--- config.mk ---
export PLATFORM = sky130hd
export DESIGN_NAME = lehmer_range_generator_unit
export DESIGN_NICKNAME = d
export VERILOG_FILES = /design/src/sv/lrg_pkg.sv /design/src/sv/lehmer_range_generator_unit.sv
export VERILOG_INCLUDE_DIRS = /design/src /design/src/sv
export SDC_FILE = /design/constraint.sdc
export NUM_CORES = 1
export LEC_CHECK = 0
export ABC_CLOCK_PERIOD_IN_PS = 6920
export BUFFER_PORTS_ARGS = -buffer_cell sky130_fd_sc_hd__buf_2
export CELL_PAD_IN_SITES_DETAIL_PLACEMENT = 1
export CELL_PAD_IN_SITES_GLOBAL_PLACEMENT = 1
export CORE_UTILIZATION = 50
export CTS_BUF_LIST = sky130_fd_sc_hd__clkbuf_4 sky130_fd_sc_hd__clkbuf_8
export DETAILED_ROUTE_END_ITERATION = 12
export PLACE_DENSITY = 0.83
export SYNTH_ARGS = -nofsm -noshare
export SYNTH_HDL_FRONTEND = slang
export SYNTH_SLANG_ARGS = --single-unit
--- constraint.sdc ---
create_clock -name aclk -period 6.92 [get_ports aclk]
set_input_delay 0 -clock aclk [delete_from_list [all_inputs] [get_ports aclk]]
set_output_delay 0 -clock aclk [all_outputs]
set_load 0.005 [all_outputs]
--- src/sv/assert_macros.svh ---
// Assertion macros shared by the RTL of the range generator.
// Each macro expects aclk and aresetn in scope at the point of use.
`ifndef ASSERT_MACROS_SVH
`define ASSERT_MACROS_SVH

// Check a condition at every clock edge outside reset.
`define ASSERT_ALWAYS(lbl, expr, msg) \
    lbl: assert property (@(posedge aclk) disable iff (!aresetn) (expr)) \
        else $error(msg);

// Check that a condition holds in the cycle after its trigger.
`define ASSERT_NEXT(lbl, ante, cons, msg) \
    lbl: assert property (@(posedge aclk) disable iff (!aresetn) (ante) |=> (cons)) \
        else $error(msg);

`endif

--- src/sv/lrg_pkg.sv ---
`timescale 1ns / 1ps
// Types and constants of the Lehmer range generator.
// No dependencies; imported by lehmer_range_generator_unit, lrg_draw_checker and tb_top.
package lrg_pkg;

    localparam int unsigned DATA_W     = 32;
    localparam int unsigned MULT_W     = 29;
    localparam int unsigned PROD_W     = DATA_W + MULT_W;
    localparam int unsigned FOLD_W     = DATA_W + 2;
    localparam int unsigned CNT_W      = $clog2(DATA_W);
    localparam int unsigned CFG_ADDR_W = 3;
    localparam int unsigned REG_IDX_W  = CFG_ADDR_W - 2;

    localparam logic [MULT_W-1:0]    LEHMER_MULT  = 29'd279470273;
    localparam logic [DATA_W-1:0]    LEHMER_PRIME = 32'hFFFF_FFFB;
    localparam logic [DATA_W-1:0]    SEED_RESET   = 32'd1;
    localparam logic [CNT_W-1:0]     LAST_BIT     = CNT_W'(DATA_W - 1);
    localparam logic [REG_IDX_W-1:0] REG_SEED     = '0;

    typedef enum logic [2:0] {
        ST_IDLE,
        ST_MUL,
        ST_FOLD,
        ST_REDUCE,
        ST_DIV,
        ST_DONE
    } state_t;

    typedef struct packed {
        logic in_ready;
        logic out_load;
        logic div_run;
    } ctrl_t;

endpackage

--- src/sv/lehmer_range_generator_unit.sv ---
`timescale 1ns / 1ps
// Lehmer generator (modulus 2^32-5) with a bit-serial remainder by the range span.
// Depends on lrg_pkg and assert_macros.svh.
//
//  channel | ports                                   | role
//  --------+-----------------------------------------+------------------------
//  s_      | s_valid s_ready s_range_min s_range_max | range request beats in
//  m_      | m_valid m_ready m_value m_empty_range   | result beats out
//          | m_new_state                             |
//  apb     | psel penable pwrite paddr pwdata prdata | seed register
//
// One item runs through the idle state that takes its request, one multiply, two
// folding steps of the 2^32-5 reduction, 32 steps of a radix-2 restoring remainder
// (one quotient bit per cycle) and a done step that loads the output register; only
// then does the idle state take the next request.
// A finished beat waits in the output register while the next request runs; that one
// holds in its done step until the register frees. Reset and seed writes load the state.
module lehmer_range_generator_unit
    import lrg_pkg::*;
(
    input  logic                    aclk,
    input  logic                    aresetn,
    input  logic                    s_valid,
    output logic                    s_ready,
    input  logic signed [DATA_W-1:0] s_range_min,
    input  logic signed [DATA_W-1:0] s_range_max,
    output logic                    m_valid,
    input  logic                    m_ready,
    output logic signed [DATA_W-1:0] m_value,
    output logic                    m_empty_range,
    output logic [DATA_W-1:0]       m_new_state,
    input  logic                    psel,
    input  logic                    penable,
    input  logic                    pwrite,
    input  logic [CFG_ADDR_W-1:0]   paddr,
    input  logic [DATA_W-1:0]       pwdata,
    output logic [DATA_W-1:0]       prdata,
    output logic                    pready
);

    `include "assert_macros.svh"

    state_t              state_reg, state_next;
    ctrl_t               ctrl;
    logic [DATA_W-1:0]   seed_reg;
    logic [DATA_W-1:0]   gen_state_reg;
    logic [PROD_W-1:0]   prod_reg, prod_next;
    logic [FOLD_W-1:0]   fold_reg, fold_next;
    logic [DATA_W:0]     red_sum;
    logic [DATA_W-1:0]   red_next;
    logic [DATA_W-1:0]   span_reg;
    logic [DATA_W-1:0]   lo_reg;
    logic                empty_reg;
    logic [DATA_W-1:0]   quo_reg;
    logic [DATA_W-1:0]   rem_reg, rem_next;
    logic [DATA_W:0]     rem_shift;
    logic [CNT_W-1:0]    bit_cnt_reg;
    logic                m_valid_reg;
    logic [DATA_W-1:0]   m_value_reg;
    logic                m_empty_reg;
    logic [DATA_W-1:0]   m_new_state_reg;
    logic                seed_wr;
    logic                in_beat;
    logic                reduce_now;
    logic                div_last;
    logic                div_live;

    assign pready  = 1'b1;
    assign seed_wr = psel && penable && pwrite && pready
                     && (paddr[CFG_ADDR_W-1:2] == REG_SEED);
    assign prdata  = (paddr[CFG_ADDR_W-1:2] == REG_SEED) ? seed_reg : '0;

    assign s_ready = ctrl.in_ready;
    assign in_beat = s_valid && ctrl.in_ready;

    // Product, then two folds using 2^32 = 5 mod the prime.
    assign prod_next = {{MULT_W{1'b0}}, gen_state_reg} * {{DATA_W{1'b0}}, LEHMER_MULT};
    assign fold_next = {2'b00, prod_reg[DATA_W-1:0]}
                     + FOLD_W'({prod_reg[PROD_W-1:DATA_W], 2'b00})
                     + FOLD_W'(prod_reg[PROD_W-1:DATA_W]);
    assign red_sum   = {1'b0, fold_reg[DATA_W-1:0]}
                     + (DATA_W+1)'({fold_reg[FOLD_W-1:DATA_W], 2'b00})
                     + (DATA_W+1)'(fold_reg[FOLD_W-1:DATA_W]);
    assign red_next  = (red_sum >= {1'b0, LEHMER_PRIME})
                     ? DATA_W'(red_sum - {1'b0, LEHMER_PRIME})
                     : red_sum[DATA_W-1:0];

    // One restoring remainder step.
    assign rem_shift = {rem_reg, quo_reg[DATA_W-1]};
    assign rem_next  = (rem_shift >= {1'b0, span_reg})
                     ? DATA_W'(rem_shift - {1'b0, span_reg})
                     : rem_shift[DATA_W-1:0];

    always_comb begin
        state_next = state_reg;
        unique case (state_reg)
            ST_IDLE:   if (in_beat) state_next = ST_MUL;
            ST_MUL:    state_next = ST_FOLD;
            ST_FOLD:   state_next = ST_REDUCE;
            ST_REDUCE: state_next = ST_DIV;
            ST_DIV:    if (bit_cnt_reg == LAST_BIT) state_next = ST_DONE;
            ST_DONE:   if (ctrl.out_load) state_next = ST_IDLE;
            default:   state_next = ST_IDLE;
        endcase
    end

    always_comb begin
        ctrl = '0;
        unique case (state_reg)
            ST_IDLE:   ctrl.in_ready = 1'b1;
            ST_DIV:    ctrl.div_run  = 1'b1;
            ST_DONE:   ctrl.out_load = !m_valid_reg || m_ready;
            default:   ctrl = '0;
        endcase
    end

    always_ff @(posedge aclk) begin
        if (!aresetn) begin
            state_reg     <= ST_IDLE;
            seed_reg      <= SEED_RESET;
            gen_state_reg <= SEED_RESET;
            m_valid_reg   <= 1'b0;
            bit_cnt_reg   <= '0;
        end else begin
            state_reg <= state_next;
            if (seed_wr) begin
                seed_reg      <= pwdata;
                gen_state_reg <= pwdata;
            end else if (state_reg == ST_REDUCE) begin
                gen_state_reg <= red_next;
            end
            if (state_reg == ST_REDUCE) begin
                bit_cnt_reg <= '0;
            end else if (ctrl.div_run) begin
                bit_cnt_reg <= bit_cnt_reg + 1'b1;
            end
            if (ctrl.out_load) begin
                m_valid_reg <= 1'b1;
            end else if (m_ready) begin
                m_valid_reg <= 1'b0;
            end
        end
    end

    always_ff @(posedge aclk) begin
        if (in_beat) begin
            lo_reg    <= s_range_min;
            span_reg  <= s_range_max - s_range_min;
            empty_reg <= (s_range_max == s_range_min);
        end
        if (state_reg == ST_MUL) begin
            prod_reg <= prod_next;
        end
        if (state_reg == ST_FOLD) begin
            fold_reg <= fold_next;
        end
        if (state_reg == ST_REDUCE) begin
            quo_reg <= red_next;
            rem_reg <= '0;
        end else if (ctrl.div_run) begin
            quo_reg <= {quo_reg[DATA_W-2:0], 1'b0};
            rem_reg <= rem_next;
        end
        if (ctrl.out_load) begin
            m_value_reg     <= empty_reg ? lo_reg : rem_reg + lo_reg;
            m_empty_reg     <= empty_reg;
            m_new_state_reg <= gen_state_reg;
        end
    end

    assign m_valid       = m_valid_reg;
    assign m_value       = m_value_reg;
    assign m_empty_range = m_empty_reg;
    assign m_new_state   = m_new_state_reg;

    assign reduce_now = (state_reg == ST_REDUCE) && !seed_wr;
    assign div_last   = (state_reg == ST_DIV) && (bit_cnt_reg == LAST_BIT);
    assign div_live   = (state_reg == ST_DIV) && (span_reg != '0);

    `ASSERT_NEXT(a_state_reduced, reduce_now, gen_state_reg < LEHMER_PRIME, "state not reduced")
    `ASSERT_ALWAYS(a_rem_below_span, !div_live || rem_reg < span_reg, "remainder reached span")
    `ASSERT_NEXT(a_div_ends, div_last, state_reg == ST_DONE, "remainder did not finish")
    `ASSERT_ALWAYS(a_out_from_done, !$rose(m_valid_reg) || $past(state_reg) == ST_DONE, "stray beat")

endmodule

==> run metrics, run 1 <==
Post-synth EDFFs=256; Cell Area, Placed=0.0337 sq mm; layout cells sized above 1=13.0%; synth warn=0; CTS sink count=361; Fin Setup TNS=0 ps; First DRT Iteration DRCs=2012; Worst VDD drop=0.000275 V; grt total ovfl=0; RSZ-0062 raised after global routing=true; I/O pin count=206; average cell area after synthesis=9.88 sq um; status=finished, final reports clean; crit-path max FO=5; Power Total=10.1 mW; first-pass GRT wire length=171 mm; post-DP HPWL=87.7 mm; CTS Buf Count=68; max incr delay on CP=590 ps; Comb power frac=46.6%; CTS clock-pin slew for the worst setup and hold paths=60 ps; Layout area overhead=16.6%; main combinational cell family by area after synthesis=adder cells; CP dominant cell by count=fa_1; crit end category=flop; Post-Synthesis Net Count=3926; fin nets=4320; Compound-Gate Fraction of Synth Area=15.0%; CP arrival=7130 ps; Clock Tree Buf Depth=3; Post-Syn Area=0.0313 sq mm; Pre-Repair DR Iteration Count=5; PD cells=276 mW/mm^2; CTS tree=done; die extent in y=252 microns; largest net degree at the start of global routing=79; clock network power share=24.0%; Least-Margin Pin Slew=1370 ps; Worst Skew=40.5 ps; Pint=5.88 mW; Post-synth top flop=edfxtp_1; max reg flops=61; Synth Instances=3169; Clock Latency Late Sink=680 ps; crit start category=flop; Initial Util=50.6%; Reg power frac=29.5%; final period utilization=97.1%; simple-gate share of the synthesized area=10.8%; Leakage=17.2 nW; Post-Synth XOR/XNOR Area=4.92%; worst-path cell with the longest stage delay=fa_1; Wirelength per Cell=25.3 microns; CP required=7330 ps; drt total wl=113 mm; post-synth top area cell=edfxtp_1; gpl congestion=0.961; vias in the first global route=28.2k; GRT Total Usage=35.7%; drt drc=0; initial antenna violation count=10; flip-flop and latch count after synthesis=361; max_slew headroom=8.26%; finished layout cell area=0.0365 sq mm; Synth area leaders=edfxtp_1, ha_1, fa_1; core area=0.0618 sq mm; post-synthesis mux area share=0.687%; die area=0.0636 sq mm; Synth top area share=24.6%; WP buf/inv=3; routed vias=26.6k; post-synthesis adder-cell area fraction=30.9%; top cell family by delay on the critical path=adder cells; final setup violation count=0; sequential area share after synthesis=31.3%; H-tree level count=3; fin worst setup slack=200 ps; vias per cell=5.96; Final Hold Vio Count=0; Yosys cell types=83; Worst Hold Class=primary input to flop; Net Sw Frac=41.6%; MaxCap Viol Count=0; Final ANT Viol Nets=0; Period minus WS final=6720 ps; Slew Limit Fails=0; DIE WIDTH=252 microns; Fmax achieved=149 MHz; Place WS=26.8 ps; number of port buffers=202; Critical Path, Cell by Cell=buf_4 -> ha_1 -> fa_1 -> inv_1 -> fa_1 -> fa_1 -> fa_1 -> fa_1 -> inv_1 -> ha_1 -> ha_1 -> a21o_1 -> a21o_1 -> a21oi_2 -> o21bai_1 -> a31oi_1 -> o211ai_1 -> a311o_1 -> a31oi_1 -> o21ai_0 -> xor2_1; clk root buf=clkbuf_8; row cnt=91; asr flop ratio synth=0%; Worst Setup Path Type=flop to flop; switching power=4.18 mW
per-stage QoR:
| stage | hold slack (ps) | std cells | util [%] |
|---|---|---|---|
| detailed placement | 196 | 4220 | 54.6 |
| CTS | 6.38 | 4452 | 58.8 |
| finish | 45.0 | 4462 | 59.0 |
| floorplan | 30.2 | 3169 | - |
| global route | 33.7 | 4459 | 59.0 |
| global placement | 193 | 4220 | 54.6 |
Yosys cell counts, drive strengths merged, types with 46 or more instances:
library cell / instances
a21boi: 46
nand2: 260
nand3: 46
nor2: 123
nor2b: 52
a21oi: 229
clkbuf: 62
inv: 455
xnor2: 116
ha: 446
fa: 205
dfxtp: 105
xor2: 60
edfxtp: 256
o21ai: 173
a21o: 94
power groups by stage:
stage          clock network [mW]  registers [mW]  logic [mW]
2_1_floorplan                   0            2.89        2.85
3_3_place_gp                    0            2.98        4.14
3_5_place_dp                    0            2.99        4.38
4_1_cts                      2.43            2.95        4.54
5_1_grt                      2.52            2.98        5.09
6_report                     2.41            2.96        4.68
layout by cell type (no fill, tap or decap), types with 17 or more instances in the layout:
master and instances:
a21o_1 93, nor3_1 36, xor2_1 60, inv_1 454, ha_1 440, o21bai_1 23
edfxtp_1 256, clkbuf_4 20, a21boi_0 44, xnor2_1 116, dfxtp_1 99, nand4_1 27
fa_1 203, nor2_1 120, o21ai_0 160, a21oi_1 225, nand3_1 46, clkbuf_8 74
and3_1 29, buf_2 202, o21a_1 22, mux2i_1 17, dlygate4sd3_1 106, nor2b_1 52
buf_4 84, nand2b_1 21, nand2_1 259, a31oi_1 21
timing repair:
item                                   in CTS  in global routing
resized for setup                           1                 33
hold buffers                              106                  0
pin swaps                                   0                 12
endpoints found under the hold margin     130                  0
setup endpoints to repair                   1                 14
setup buffers                               0                  4
cell type report:
class	count	area (sq um)
well taps	837	1050
inverters	455	1710
diodes	6	15.0
multi-input cells	2282	19700
clock inverters	32	367
clock buffers	94	1170
flip-flops and latches	361	9800
repair buffers	395	2750
fillers	6928	25300
routing by layer:
metal	vias up	share of wire [%]	track usage, %
li1	11900	-	-
met1	13400	43	49.1
met5	-	0.0098	0
met4	2	3.3	12.4
met2	1074	46	56.5
met3	216	7.7	6.49
worst paths after layout:
check               startpoint           end  slack [ps]  cells past startpoint
max reg2reg  gen_state_reg[10]  prod_reg[58]         200                     21
min            s_range_min[23]    lo_reg[23]          50                      2
min reg2reg       seed_reg[13]  seed_reg[13]         460                      2
max          gen_state_reg[10]  prod_reg[58]         200                     21
cells by family (layout without fill, tap and decap cells):
group | count (synthesis) | after routing
other cells | 1 | 7
buf+inv | 526 | 976
mux | 21 | 21
xor+xnor | 176 | 176
fa+ha+maj | 651 | 651
simple gates | 690 | 690
compound gates | 743 | 743
flops | 361 | 361
Power figures use the tool's default switching activity.
==> inputs of run 2 (changes only) <==
--- a/config.mk
+++ b/config.mk
@@ -14,6 +14,7 @@
 export CTS_BUF_LIST = sky130_fd_sc_hd__clkbuf_4 sky130_fd_sc_hd__clkbuf_8
 export DETAILED_ROUTE_END_ITERATION = 12
 export PLACE_DENSITY = 0.83
+export RECOVER_POWER = 50
 export SYNTH_ARGS = -nofsm -noshare
 export SYNTH_HDL_FRONTEND = slang
 export SYNTH_SLANG_ARGS = --single-unit
==> run 2 against run 1 <==
  * Non-clock buffer count is the same
  * Sequential power is essentially flat
  * Power shrank 0.15%
  * Combinational power is essentially flat
  * Largest cell class unchanged
  * The run now ends with capacitance limit, slew limit left
  * Cell area shrank 0.54%
  * Fmax shrank 0.28%
  * Critical path depth grew 5
  * Sequential cell count is the same
  * Worst setup slack lost 19 ps
  * Via count shrank 0.17%
  * Critical endpoint is now prod_reg[60]
  * Largest power group unchanged
  * Worst hold slack gained 1.5 ps
  * Clock power is essentially flat
==> run metrics, run 2 (same netlist as run 1, synthesis figures left out) <==
status=finished, violations left; failing checks=capacitance limit, slew limit; Worst Setup Path Type=flop to flop; Pint=5.88 mW (about the same); CTS clock-pin slew for the worst setup and hold paths=60 ps (about the same); finished layout cell area=0.0363 sq mm (-0.54%); Leakage=16.8 nW (-2.3%); H-tree level count=3 (unchanged); fin nets=4320 (unchanged); clk root buf=clkbuf_8; CTS Buf Count=68 (unchanged); Slew Limit Fails=353 (+353); drt drc=0 (unchanged); Pre-Repair DR Iteration Count=5 (unchanged); grt total ovfl=0 (unchanged); Worst Skew=30.4 ps (-10.0 ps); core area=0.0618 sq mm (unchanged); Wirelength per Cell=25.3 microns (+0.12%); CTS tree=done; number of port buffers=202 (unchanged); DIE WIDTH=252 microns (unchanged); max incr delay on CP=580 ps (about the same); MaxCap Viol Count=7 (+7); CP required=7330 ps (about the same); gpl congestion=0.961 (unchanged); crit start category=flop; Least-Margin Pin Slew=4080 ps (+2710 ps); First DRT Iteration DRCs=1958 (-2.7%); Layout area overhead=16.0%; routed vias=26.5k (-0.17%); clock network power share=24.0% (about the same); CP dominant cell by count=fa_1; RSZ-0062 raised after global routing=true; final period utilization=97.4% (+0.27 points); Net Sw Frac=41.5% (-0.086 points); die extent in y=252 microns (unchanged); Initial Util=50.6% (unchanged); max reg flops=61 (unchanged); Fmax achieved=148 MHz (-0.28%); die area=0.0636 sq mm (unchanged); post-DP HPWL=87.7 mm (unchanged); CTS sink count=361 (unchanged); switching power=4.17 mW (-0.35%); CP arrival=7150 ps (+20 ps); FF-to-FF Start=gen_state_reg[14]; Clock Tree Buf Depth=3 (unchanged); PD cells=277 mW/mm^2 (+0.39%); row cnt=91 (unchanged); Power Total=10.0 mW (-0.15%); most frequent cells in the layout=inv_1, ha_1, nand2_1, edfxtp_1, a21oi_1; crit end category=flop; Reg power frac=29.6% (about the same); Period minus WS final=6740 ps (+18.7 ps); I/O pin count=206 (unchanged); Critical Path Source=gen_state_reg[14]; worst-path cell with the longest stage delay=fa_1; Final Hold Vio Count=0 (unchanged); crit-path max FO=5 (unchanged); max_slew headroom=-172% (-180 points); vias per cell=5.95 (-0.12%); Worst Hold Class=primary input to flop; vias in the first global route=28.2k (unchanged); commonest non-fill, non-tap cell in the layout=inv_1; Clock Latency Late Sink=670 ps (about the same); tightest hold margin=46.5 ps (+1.45 ps); Comb power frac=46.5% (about the same); Worst VDD drop=0.000266 V (-3.1%); first-pass GRT wire length=171 mm (unchanged); Cell Area, Placed=0.0337 sq mm (unchanged); GRT Total Usage=35.7% (unchanged); final setup violation count=0 (unchanged); drt total wl=113 mm (about the same); hold wc startpoint=s_range_min[23]; layout cells sized above 1=9.67% (-3.4 points); initial antenna violation count=10 (unchanged); largest net degree at the start of global routing=79 (unchanged); Final ANT Viol Nets=0 (unchanged)
==> run 2: cell count changes in the layout (fill, tap and decap cells not counted), sizes merged <==
cell / delta
buf: -122
diode: -2
clkbuf: +122
==> run 2: path summary, 6_finish.rpt <==
kind	end	slack, ps	cells past startpoint
worst min register to register	seed_reg[13]	460	2
worst max-delay path	prod_reg[60]	180	26
worst max register to register	prod_reg[60]	180	26
worst min-delay path	lo_reg[23]	50	2
==> run 2: timing repair <==
item	CTS	global route
hold buffers	106	0
hold endpoints to repair	130	0
resized for setup	1	33
setup buffers	0	4
endpoints found under the setup margin	1	14
pin swaps	0	12
==> run 2: stage by stage <==
stage               setup TNS, ps  setup slack, ps  utilization [%]  instances
global route                 -127            -40.6             58.7       4459
finish                          0              181             58.7       4460
floorplan                       0              571                -       3169
CTS                             0             11.8             58.8       4452
global placement                0              143             54.6       4220
detailed placement              0             26.8             54.6       4220
==> run 2: layer usage <==
layer / up-vias / part of all wire, % / GRT usage [%] / routed length (microns)
met5: - / 0.012 / 0 / 13
met4: 2 / 3.4 / 12.4 / 3870
met3: 232 / 8.1 / 6.49 / 9090
met2: 1052 / 46 / 56.5 / 51400
met1: 13400 / 43 / 49.1 / 48400
li1: 11900 / - / - / -
==> run 2: power by group through the flow <==
stage	registers, mW	clock network [mW]	logic [mW]
floorplan	2.89	0	2.85
global placement	2.98	0	4.14
detailed placement	2.99	0	4.38
CTS	2.95	2.43	4.54
global route	2.98	2.52	5.08
finish	2.97	2.41	4.67
==> run 2: cell type report <==
type | count | area, sq um
sequential | 361 | 9800
antenna | 4 | 10.0
clock inverter | 32 | 367
clock buffer | 94 | 1170
tap | 837 | 1050
multi-input combinational | 2282 | 19600
fill | 7019 | 25500
inverter | 455 | 1710
timing repair buffer | 395 | 2570
==> run 2: critical path: cells and delay by family, from the launching register on <==
family	cells	cell delay (ps)
fa+ha+maj	8	3360
buf+inv	8	960
flops	1	480
compound gates	8	1450
simple gates	2	260
